## src/rtl/core/ptab_pkg.sv

```systemverilog
// ----------------------------------------------------------------------------
// Process table package
// Shared types, constants and codes for the priority-ordered process table.
// ----------------------------------------------------------------------------
package ptab_pkg;

	// Table geometry.
	localparam int TABLE_DEPTH = 32;
	localparam int IDX_W       = $clog2(TABLE_DEPTH);
	localparam int CNT_W       = $clog2(TABLE_DEPTH + 1);

	// Root entry and first free id.
	localparam logic [15:0] ROOT_PID  = 16'd1024;
	localparam logic [15:0] FIRST_PID = 16'd1025;

	// Operation codes.
	localparam logic [1:0] OP_CREATE = 2'd0;
	localparam logic [1:0] OP_REMOVE = 2'd1;
	localparam logic [1:0] OP_LOOKUP = 2'd2;

	// Status codes.
	localparam logic [1:0] STAT_OK       = 2'd0;
	localparam logic [1:0] STAT_PRIO_REJ = 2'd1;
	localparam logic [1:0] STAT_FULL     = 2'd2;
	localparam logic [1:0] STAT_NOT_FND  = 2'd3;

	// Input item.
	typedef struct packed {
		logic [1:0]  kind;
		logic [7:0]  priority_req;
		logic [15:0] target_pid;
	} req_item_t;

	// Result item.
	typedef struct packed {
		logic [1:0]  status;
		logic [15:0] result_pid;
		logic [7:0]  entry_priority;
		logic [15:0] parent_pid;
		logic        entry_state;
	} rsp_item_t;

	// One slot of the table.
	typedef struct packed {
		logic [15:0] pid;
		logic [7:0]  prio;
		logic [15:0] parent;
		logic        runnable;
	} entry_t;

	localparam entry_t ROOT_ENTRY = '{pid: ROOT_PID, prio: 8'd0, parent: ROOT_PID,
		runnable: 1'b1};

	// Request from the sequencer to the slot memory.
	typedef struct packed {
		logic [IDX_W-1:0] rd_addr;
		logic             wr_en;
		logic [IDX_W-1:0] wr_addr;
		entry_t           wr_data;
	} mem_req_t;

	// Failure result: all fields but the status are zero.
	function automatic rsp_item_t fail_item(logic [1:0] st);
		rsp_item_t r;
		r        = '0;
		r.status = st;
		return r;
	endfunction

endpackage

```

## src/rtl/core/ptab_mem.sv

```systemverilog
// ----------------------------------------------------------------------------
// Process table slot memory
// One write port and one registered read port; slot 0 always reads as root.
// ----------------------------------------------------------------------------
module ptab_mem (
	input  logic              clk,
	input  logic              arst_n,
	input  ptab_pkg::mem_req_t req,
	output ptab_pkg::entry_t   rd_data
);
	import ptab_pkg::*;

	entry_t mem_q [TABLE_DEPTH];
	entry_t rd_data_q;
	logic   rd_root_q;

	// Write port and registered read of the array.
	always_ff @(posedge clk) begin
		if (req.wr_en) begin
			mem_q[req.wr_addr] <= req.wr_data;
		end
		rd_data_q <= mem_q[req.rd_addr];
	end

	// Slot 0 is never written, so the root entry is supplied by logic.
	always_ff @(posedge clk or negedge arst_n) begin
		if (!arst_n) begin
			rd_root_q <= 1'b0;
		end else begin
			rd_root_q <= (req.rd_addr == '0);
		end
	end

	assign rd_data = rd_root_q ? ROOT_ENTRY : rd_data_q;

endmodule

```

## src/rtl/core/ptab_ctrl.sv

```systemverilog
// ----------------------------------------------------------------------------
// Process table sequencer
// Walks the slot memory one slot per cycle through a shared compare unit to
// search, insert and remove entries, and forms the result item.
// ----------------------------------------------------------------------------
module ptab_ctrl (
	input  logic                clk,
	input  logic                arst_n,
	input  logic                req_valid,
	output logic                req_ready,
	input  ptab_pkg::req_item_t req,
	output logic                fin_valid,
	input  logic                fin_ready,
	output ptab_pkg::rsp_item_t fin,
	output ptab_pkg::mem_req_t  mreq,
	input  ptab_pkg::entry_t    rd_data
);
	import ptab_pkg::*;

	typedef enum logic [2:0] {
		ST_IDLE,
		ST_SCAN,
		ST_SHIFT_UP,
		ST_PUT,
		ST_SHIFT_DN,
		ST_FIN
	} state_t;

	state_t           state_q;
	logic [1:0]       op_q;
	logic [7:0]       prio_q;
	logic [15:0]      target_q;
	logic [CNT_W-1:0] count_q;
	logic [15:0]      next_pid_q;
	logic [CNT_W-1:0] idx_q;
	logic             ret_v_q;
	logic [IDX_W-1:0] ret_idx_q;
	logic [CNT_W-1:0] pos_q;
	logic             pos_hit_q;
	logic             par_hit_q;
	rsp_item_t        fin_q;

	logic [CNT_W-1:0] idx_dec;
	logic             id_eq;
	logic             pr_gt;
	entry_t           new_entry;

	assign idx_dec = idx_q - CNT_W'(1);

	// Shared compare unit on the slot just read.
	assign id_eq = (rd_data.pid == target_q);
	assign pr_gt = (rd_data.prio > prio_q);

	assign new_entry = '{pid: next_pid_q, prio: prio_q,
		parent: (par_hit_q ? target_q : 16'd0), runnable: 1'b0};

	// Memory addressing for each phase.
	always_comb begin
		mreq         = '0;
		mreq.rd_addr = idx_q[IDX_W-1:0];
		unique case (state_q)
			ST_SHIFT_UP: begin
				mreq.rd_addr = idx_dec[IDX_W-1:0];
				mreq.wr_en   = ret_v_q;
				mreq.wr_addr = ret_idx_q;
				mreq.wr_data = rd_data;
			end
			ST_SHIFT_DN: begin
				mreq.wr_en   = ret_v_q;
				mreq.wr_addr = ret_idx_q;
				mreq.wr_data = rd_data;
			end
			ST_PUT: begin
				mreq.wr_en   = 1'b1;
				mreq.wr_addr = pos_q[IDX_W-1:0];
				mreq.wr_data = new_entry;
			end
			default: begin
			end
		endcase
	end

	assign req_ready = (state_q == ST_IDLE);
	assign fin_valid = (state_q == ST_FIN);
	assign fin       = fin_q;

	// Sequencer state and table bookkeeping.
	always_ff @(posedge clk or negedge arst_n) begin
		if (!arst_n) begin
			state_q    <= ST_IDLE;
			count_q    <= CNT_W'(1);
			next_pid_q <= FIRST_PID;
			ret_v_q    <= 1'b0;
			idx_q      <= '0;
			pos_hit_q  <= 1'b0;
			par_hit_q  <= 1'b0;
		end else begin
			unique case (state_q)
				ST_IDLE: begin
					ret_v_q   <= 1'b0;
					pos_hit_q <= 1'b0;
					par_hit_q <= 1'b0;
					if (req_valid) begin
						op_q     <= req.kind;
						prio_q   <= req.priority_req;
						target_q <= req.target_pid;
						if (req.kind == OP_CREATE && req.priority_req == 8'd0) begin
							fin_q   <= fail_item(STAT_PRIO_REJ);
							state_q <= ST_FIN;
						end else if (req.kind == OP_CREATE &&
								count_q == CNT_W'(TABLE_DEPTH)) begin
							fin_q   <= fail_item(STAT_FULL);
							state_q <= ST_FIN;
						end else if (req.kind == OP_CREATE || req.kind == OP_LOOKUP) begin
							idx_q   <= '0;
							state_q <= ST_SCAN;
						end else if (req.kind == OP_REMOVE) begin
							idx_q   <= CNT_W'(1);
							state_q <= ST_SCAN;
						end else begin
							fin_q   <= fail_item(STAT_NOT_FND);
							state_q <= ST_FIN;
						end
					end
				end
				ST_SCAN: begin
					// Issue the next slot read while data of the last one returns,
					// unless the entry to remove has just been found.
					if (ret_v_q && id_eq && op_q == OP_REMOVE) begin
						pos_q   <= CNT_W'(ret_idx_q);
						idx_q   <= CNT_W'(ret_idx_q) + CNT_W'(1);
						ret_v_q <= 1'b0;
						state_q <= ST_SHIFT_DN;
					end else if (idx_q < count_q) begin
						idx_q     <= idx_q + CNT_W'(1);
						ret_v_q   <= 1'b1;
						ret_idx_q <= idx_q[IDX_W-1:0];
					end else begin
						ret_v_q <= 1'b0;
					end
					if (ret_v_q) begin
						if (op_q == OP_CREATE) begin
							if (id_eq) begin
								par_hit_q <= 1'b1;
							end
							if (pr_gt && !pos_hit_q) begin
								pos_hit_q <= 1'b1;
								pos_q     <= CNT_W'(ret_idx_q);
							end
						end else if (id_eq) begin
							fin_q <= '{status: STAT_OK, result_pid: rd_data.pid,
								entry_priority: rd_data.prio, parent_pid: rd_data.parent,
								entry_state: rd_data.runnable};
							if (op_q == OP_LOOKUP) begin
								state_q <= ST_FIN;
							end
						end
					end else if (idx_q == count_q) begin
						// Every slot has been compared.
						if (op_q == OP_CREATE) begin
							if (!pos_hit_q) begin
								pos_q <= count_q;
							end
							state_q <= ST_SHIFT_UP;
						end else begin
							fin_q   <= fail_item(STAT_NOT_FND);
							state_q <= ST_FIN;
						end
					end
				end
				ST_SHIFT_UP: begin
					// Move slots from the top down to the insertion point up by one.
					if (idx_q > pos_q) begin
						idx_q     <= idx_dec;
						ret_v_q   <= 1'b1;
						ret_idx_q <= idx_q[IDX_W-1:0];
					end else begin
						ret_v_q <= 1'b0;
					end
					if (!ret_v_q && idx_q == pos_q) begin
						state_q <= ST_PUT;
					end
				end
				ST_PUT: begin
					count_q    <= count_q + CNT_W'(1);
					next_pid_q <= next_pid_q + 16'd1;
					fin_q      <= '{status: STAT_OK, result_pid: next_pid_q,
						entry_priority: prio_q, parent_pid: new_entry.parent,
						entry_state: 1'b0};
					state_q    <= ST_FIN;
				end
				ST_SHIFT_DN: begin
					// Move slots above the removed one down by one.
					if (idx_q < count_q) begin
						idx_q     <= idx_q + CNT_W'(1);
						ret_v_q   <= 1'b1;
						ret_idx_q <= idx_dec[IDX_W-1:0];
					end else begin
						ret_v_q <= 1'b0;
					end
					if (!ret_v_q && idx_q == count_q) begin
						count_q <= count_q - CNT_W'(1);
						state_q <= ST_FIN;
					end
				end
				ST_FIN: begin
					if (fin_ready) begin
						state_q <= ST_IDLE;
					end
				end
				default: begin
					state_q <= ST_IDLE;
				end
			endcase
		end
	end

	// The root always stays and the table never overflows.
	a_count_range: assert property (@(posedge clk) disable iff (!arst_n)
		count_q >= CNT_W'(1) && count_q <= CNT_W'(TABLE_DEPTH))
		else $error("entry count out of range");

	// The root slot is never overwritten.
	a_root_kept: assert property (@(posedge clk) disable iff (!arst_n)
		mreq.wr_en |-> mreq.wr_addr != '0)
		else $error("write to root slot");

	// A failed operation reports all other fields as zero.
	a_fail_zero: assert property (@(posedge clk) disable iff (!arst_n)
		(fin_valid && fin.status != STAT_OK) |->
		(fin.result_pid == 16'd0 && fin.entry_priority == 8'd0 &&
		fin.parent_pid == 16'd0 && !fin.entry_state))
		else $error("failure result carries data");

	// The count moves only on completing an insert or a removal.
	a_count_hold: assert property (@(posedge clk) disable iff (!arst_n)
		(state_q != ST_PUT && state_q != ST_SHIFT_DN) |=> $stable(count_q))
		else $error("entry count changed unexpectedly");

endmodule

```

## src/rtl/core/priority_ordered_process_table_top.sv

```systemverilog
// ----------------------------------------------------------------------------
// Priority-ordered process table
// Keeps process entries sorted by priority behind a valid/ready item port.
// ----------------------------------------------------------------------------
// A rejected or undefined item goes straight to the result; a lookup scans until
// it hits or the table ends; a remove scans for its entry and shifts the slots
// above it down; a create scans every slot, shifts the slots above its place up
// and writes the new entry. One slot is read per cycle through the single read
// port; the sequencer is back in idle, ready for the next item, once a result is registered.
// Reset: control state clears at once; the root entry is held in logic, so no
// clearing pass is needed and the first item is taken right after reset.
module priority_ordered_process_table_top (
	input  logic                clk,
	input  logic                arst_n,
	input  logic                req_valid,
	output logic                req_ready,
	input  ptab_pkg::req_item_t req,
	output logic                rsp_valid,
	input  logic                rsp_ready,
	output ptab_pkg::rsp_item_t rsp
);
	import ptab_pkg::*;

	mem_req_t  mreq;
	entry_t    rd_data;
	logic      fin_valid;
	logic      fin_ready;
	rsp_item_t fin;
	logic      rsp_valid_q;
	rsp_item_t rsp_q;

	ptab_mem u_mem (
		.clk     (clk),
		.arst_n  (arst_n),
		.req     (mreq),
		.rd_data (rd_data)
	);

	ptab_ctrl u_ctrl (
		.clk       (clk),
		.arst_n    (arst_n),
		.req_valid (req_valid),
		.req_ready (req_ready),
		.req       (req),
		.fin_valid (fin_valid),
		.fin_ready (fin_ready),
		.fin       (fin),
		.mreq      (mreq),
		.rd_data   (rd_data)
	);

	// Output register: holds a finished item until it is taken.
	assign fin_ready = !rsp_valid_q || rsp_ready;

	always_ff @(posedge clk or negedge arst_n) begin
		if (!arst_n) begin
			rsp_valid_q <= 1'b0;
		end else if (fin_ready) begin
			rsp_valid_q <= fin_valid;
		end
	end

	always_ff @(posedge clk) begin
		if (fin_valid && fin_ready) begin
			rsp_q <= fin;
		end
	end

	assign rsp_valid = rsp_valid_q;
	assign rsp       = rsp_q;

endmodule

```

## config.mk

```make
export PLATFORM = sky130hd
export DESIGN_NAME = priority_ordered_process_table_top
export DESIGN_NICKNAME = d
export VERILOG_FILES = /design/src/rtl/core/ptab_pkg.sv /design/src/rtl/core/ptab_mem.sv /design/src/rtl/core/ptab_ctrl.sv /design/src/rtl/core/priority_ordered_process_table_top.sv
export SDC_FILE = /design/constraint.sdc
export NUM_CORES = 2
export LEC_CHECK = 0
export ABC_AREA = 1
export BUFFER_PORTS_ARGS = -buffer_cell sky130_fd_sc_hd__buf_2
export CORE_UTILIZATION = 30
export CTS_BUF_LIST = sky130_fd_sc_hd__clkbuf_8
export DETAILED_ROUTE_END_ITERATION = 8
export GPL_TIMING_DRIVEN = 1
export PLACE_DENSITY = 0.54
export SYNTH_ARGS = -nofsm -noshare
export SYNTH_HDL_FRONTEND = slang
export SYNTH_SLANG_ARGS = --single-unit
```

## constraint.sdc

```tcl
create_clock -name clk -period 14.09 [get_ports clk]
set_input_delay 2.818 -clock clk [delete_from_list [all_inputs] [get_ports clk]]
set_output_delay 2.818 -clock clk [all_outputs]
set_load 0.05 [all_outputs]
```

==> Yosys cells after proc, flatten, opt, wreduce, memory -nomap -nowiden <==
Memory sizes are Yosys's and may differ from the RTL's. A register that Yosys moved wholly into a read port is not among the register bits.
Cells that the tools add are included.
{ "totals": {"wordCells": 168, "ff_bits": 159, "input_bits": 30, "n_memories": 1, "ramBits": 1312} }
{ "op_classes": {"n_addsub": 6, "order_cmp": 3, "reduce_logical": 33, "muxes": 68, "n_eq_ne": 33} }
{ "mem_list": {"columns": ["memory", "depth", "word_bits", "read_ports", "rd_ports_with_merged_regs", "wr", "line_no", "rtl"], "rows": [
  ["u_mem.mem_q", 32, 41, 1, 1, 1, "ptab_mem.sv:13", "entry_t mem_q [TABLE_DEPTH];"]
]} }
{ "op_table": {"columns": ["cell", "n"], "rows": [
  ["$mux 43", 10],
  ["$pmux 43 s3", 1],
  ["$mux 6", 16],
  ["$pmux 47 s2", 1],
  ["$mux 3", 15],
  ["$mux 41", 1],
  ["$mux 5", 5],
  ["$pmux 6 s4", 1],
  ["$ne 2x1->1 const B", 10],
  ["$pmux 3 s6", 1],
  ["$add 16x1->16 const B", 1],
  ["$eq 16x16->1", 1],
  ["$mux 16", 1],
  ["$pmux 5 s3", 1],
  ["$add 6x1->6 const B", 2],
  ["$eq 6x6->1", 2],
  ["$pmux 6 s2", 1],
  ["$reduce_and 4->1", 3],
  ["$reduce_and 6->1", 2],
  ["$sub 6x1->6 const B", 2],
  ["$mux 1", 11],
  ["$ne 2x2->1 const B", 5],
  ["$gt 8x8->1", 1],
  ["$logic_and 1x1->1", 8],
  ["27 further kinds", 41]
]} }

==> Logic depth before layout (Yosys ltp) <==
{ "depth": {"word_depth": 10, "ltp_mapped": 16, "ltp_nobuf": 14} }

==> Modules after synthesis <==
From an unflattened synthesis, not the netlist that was laid out.
{ "hier_totals": {"hier_cells": 6083, "area_unflattened_um2": 64214.1} }
{ "modules_own_cells": {"columns": ["mod", "cells_per_inst", "area_per_inst_um2", "n_inst"], "rows": [
  ["ptab_mem", 5207, 56076.3, 1],
  ["ptab_ctrl", 827, 6801.5, 1],
  ["priority_ordered_process_table_top", 49, 1336.3, 1]
]} }

==> Worst setup path after synthesis <==
OpenSTA, ideal clock, no wires.
{ "synth_path": {"path_type": "in2reg", "start": "in req[17] (netlist name)", "end": "reg u_ctrl.fin_q (netlist bit u_ctrl.fin[0]) (enable)", "setup_ps": 509, "arrival_ps": 6566, "cell_stages": 5, "slack_ps": 7016, "cell_sequence": "nor4_1 nand3_1 nand3_1 nand2_1 a211oi_1"} }
{ "synth_via": {"elab_chain_len": 4, "word_cells_on_any_way": 5, "classes_between": "2 x eq/ne; 3 x reduce/logical"} }
{ "synth_lines": {"columns": ["element", "line_no", "rtl"], "rows": [
  ["start, declared", "priority_ordered_process_table_top.sv:17", "input ptab_pkg::req_item_t req,"],
  ["$logic_not 8->1 *", "ptab_ctrl.sv:107", "if (req.kind == OP_CREATE && req.priority_req == 8'd0) begin"],
  ["$logic_and 1x1->1 *", "ptab_ctrl.sv:107", null],
  ["$ne 4x2->1 (no line)", null, null],
  ["$reduce_and 8->1 (no line) *", null, null],
  ["end signal, assigned", "ptab_ctrl.sv:108", "fin_q <= fail_item(STAT_PRIO_REJ);"],
  ["end signal, assigned", "ptab_ctrl.sv:112", "fin_q <= fail_item(STAT_FULL);"],
  ["end signal, assigned", "ptab_ctrl.sv:121", "fin_q <= fail_item(STAT_NOT_FND);"],
  ["end, declared", "ptab_ctrl.sv:41", "rsp_item_t fin_q;"]
]} }
Every way passes the cells marked *; elsewhere a longest branch is shown, timed or not.
A chain may end at the register's enable or synchronous reset.

==> Worst setup path after layout <==
{ "layout_path": {"start": "reg u_ctrl.state_q[1]", "end": "out req_ready"} }
{ "layout_via": {"elab_chain_len": 1} }
{ "layout_lines": {"columns": ["element", "line_no", "rtl"], "rows": [
  ["start, declared", "ptab_ctrl.sv:29", "state_t state_q;"],
  ["start signal, assigned", "ptab_ctrl.sv:90", "state_q <= ST_IDLE;"],
  ["start signal, assigned", "ptab_ctrl.sv:109", "state_q <= ST_FIN;"],
  ["start signal, assigned", "ptab_ctrl.sv:113", "state_q <= ST_FIN;"],
  ["$logic_not 3->1", "ptab_ctrl.sv:83", "assign req_ready = (state_q == ST_IDLE);"],
  ["end, declared", "priority_ordered_process_table_top.sv:16", "output logic req_ready,"]
]} }
Every way passes these cells.

==> impl_metrics.toml <==
[pwr]
totalPowerFinal_mw = 13.0
p_per_area_mw_per_mm2 = 188
ir_worst_vdd_v = 0.000280
leakage_nw = 25.0

[clock_tree]
postCtsSetupBuffers = 0
cts-resized-gates = 0
clock_latency_ns = 0.99
cts_inserted_buffers = 234
clkTransAtPathRegs_ns = 0.06
cts_tree = "yes"
clock-root-buffer = "clkbuf_8"
cts_hold_buf = 0
cts_sinks = 1512
cts.htree.levels = 4
cts_buffer_depth = 3

[routing]
vias_per_cell = 4.96
drt_iter0_drc = 4090
drtPass1Iterations = 6
post-route-drc-count = 0
wl_um = 181000
num_vias = 40200
wl_per_cell_um = 22.3
ant_nets = 0

[place]
gp_congestion = 0.824
place_inst = 7659
place_ws_ns = 8.70
dp_hpwl_um = 88000
placement.io_buffers = 74

[floorplan]
core-area_mm2 = 0.203
start_util_pct = 30.2
die_y_um = 454
rows = 165
ios = 75
die_x_um = 454
die_area_mm2 = 0.206

[global_route]
antenna_found_initial = 1
use_met2_pct = 28.4
grt_pass1_vias = 38100
met3_usage_pct = 2.70
grt_pass1_wl_um = 261000
grtUsageTotal_pct = 17.2
top_usage_layer = "met2"
grt.overflow.total = 0
grt_util_met1_pct = 22.9
grt_max_degree = 219

[synthesis]
synth_top_cell_area_share_pct = 70.4
synth.cell_area_mm2 = 0.0612
syn_avg_cell_area_um2 = 11.9
netlist_instances = 5133
yosys-top-cells-area = "edfxtp_1 (70%), nand2_1 (10%), nand3_1 (9.2%)"
synth-seq-cells = 1512
synth_largest_area_cell = "edfxtp_1"
ys_seq_area_share_pct = 73.2
ys_types = 46
synth_warnings = 0
synth_fp_nets = 5193

[sta]
min_period_over_period_pct = 38.6
setup_tns_ns = 0
worst_pin_slew_ns = 1.35
final_max_slew_viol_count = 0
rsz0062_at_grt = "false"
min_period_ns = 5.44
fmax_ghz = 0.184
final-setup-viol-count = 0
setup_slack_ns = 8.65
slew_headroom_pct = 9.69
report.final.hold_viol_count = 0
finalClockSkew_ns = 0.0603

[final_layout]
drive_gt1_share_pct = 10.4
most-common-layout-cells = "nand2_1 (1624), edfxtp_1 (1435), nand3_1 (1122), clkbuf_8 (260), inv_1 (239)"
final_nets = 5284
syn2layout_area_growth_pct = 13.5
instances_no_fill = 8105
fillers = 19800
final_common_cell = "nand2_1"

[setup_path]
crit_type = "flip-flop to primary output"
worst-path-max-fanout = 6
crit_family = "simple AND/OR/NAND/NOR gates"
crit_cells = 4
crit_buf_inv = 2
required_ns = 11.27
r2r_cells = 13
crit_path_start_kind = "flip-flop"
slowest_delay_ns = 0.47
cp_common_cell = "nor2_1"
cp.arrival_ns = 2.62
endpoint_kind = "primary output"
slowest_stage = "dfrtp_1"
worstPathCellList = "nor2_1 > inv_2 > nor2_1 > buf_2"

[min_path]
hold_depth = 0
hp-class = "flip-flop to flip-flop"

[job]
maxCapViolations = 0

[outcome]
status = "complete, no violations"
==> Yosys cell counts (all sizes together) <==
library cell / count
o21ai: 51
nor2: 98
nand2: 1626
dfstp: 3
nor3: 7
buf: 138
xor2: 28
inv: 125
and2: 1
nor3b: 1
o211ai: 86
o22ai: 79
or2: 3
xnor2: 1
dfxtp: 41
o31ai: 1
fa: 1
dfrtp: 33
clkbuf: 171
a21oi: 24
o21a: 2
clkinv: 2
nand4: 6
edfxtp: 1435
ha: 29
nor4: 7
nand3: 1125
o2111ai: 1
o21bai: 4
a211oi: 1
a31oi: 2
a21boi: 1
==> path summary, 6_finish.rpt <==
kind,start,endpoint,slack [ns]
min in group asynchronous,arst_n,u_ctrl.pos_hit_q,1.98
worst max register to register,u_ctrl.state_q[2],u_mem.rd_data_q[23],9.06
worst min-delay path,u_ctrl.fin[17],rsp[17],0.42
worst min register to register,u_ctrl.fin[17],rsp[17],0.42
max in group asynchronous,arst_n,u_ctrl.count_q[3],11.45
worst max-delay path,u_ctrl.state_q[1],req_ready,8.65
==> cell families after synthesis <==
| family | count (synthesis) | share of synthesized area [%] |
|---|---|---|
| xor gates and xnor gates | 29 | 0.415 |
| DFF | 1512 | 73.2 |
| buffers and inverters | 436 | 2.99 |
| AOI/OAI and AO/OA | 252 | 2.67 |
| adders and majority gates | 30 | 0.625 |
| and+or+nand+nor | 2874 | 20.1 |
==> final cells by class <==
class	instances	area, µm²	area share (%)
inverter	127	502	0.722
antenna	1	2.50	0.00360
sequential	1512	44800	64.5
tap	2672	3340	4.81
clock inverter	184	967	1.39
clock buffer	260	3580	5.15
timing repair buffer	164	1130	1.62
multi-input combinational	3185	15100	21.8
==> flip-flops by register name, summed over array words and instances (netlist names), 2 cells and up <==
| register | flops |
|---|---|
| u_ctrl.ret_idx_q | 5 |
| u_ctrl.fin | 43 |
| rsp | 43 |
| u_ctrl.pos_q | 6 |
| u_ctrl.target_q | 16 |
| u_ctrl.prio_q | 8 |
| u_ctrl.count_q | 6 |
| u_mem.rd_data_q | 41 |
| u_ctrl.state_q | 3 |
| u_ctrl.op_q | 2 |
| u_ctrl.idx_q | 6 |
| u_ctrl.next_pid_q | 16 |
| u_mem.mem_q | 1312 |
==> where the power goes <==
group	internal, mW	leakage, nW	total, mW	switching [mW]
clock network	1.82	2.77	3.55	1.73
registers	5.44	14.1	5.62	0.175
logic	1.01	8.20	3.87	2.86
total	8.27	25.0	13.0	4.77
==> per-stage QoR <==
stage | area [µm²] | utilization, % | hold WS [ns]
6_report | 69500 | 34.3 | 0.417
5_1_grt | 69500 | 34.3 | 0.424
4_1_cts | 69400 | 34.3 | 0.417
3_5_place_dp | 64900 | 32.0 | 0.405
3_3_place_gp | 64900 | 32.0 | 0.405
2_1_floorplan | 61200 | - | 0.400
==> layer usage <==
metal  part of all wire (%)  wire [µm]  up-vias
li1                       -          -    18500
met1                     42      76400    19900
met2                     48      86500     1573
met3                    6.9      12400      312
met4                    3.0       5460        0
met5                      0          0        -
Power figures use the tool's default switching activity.
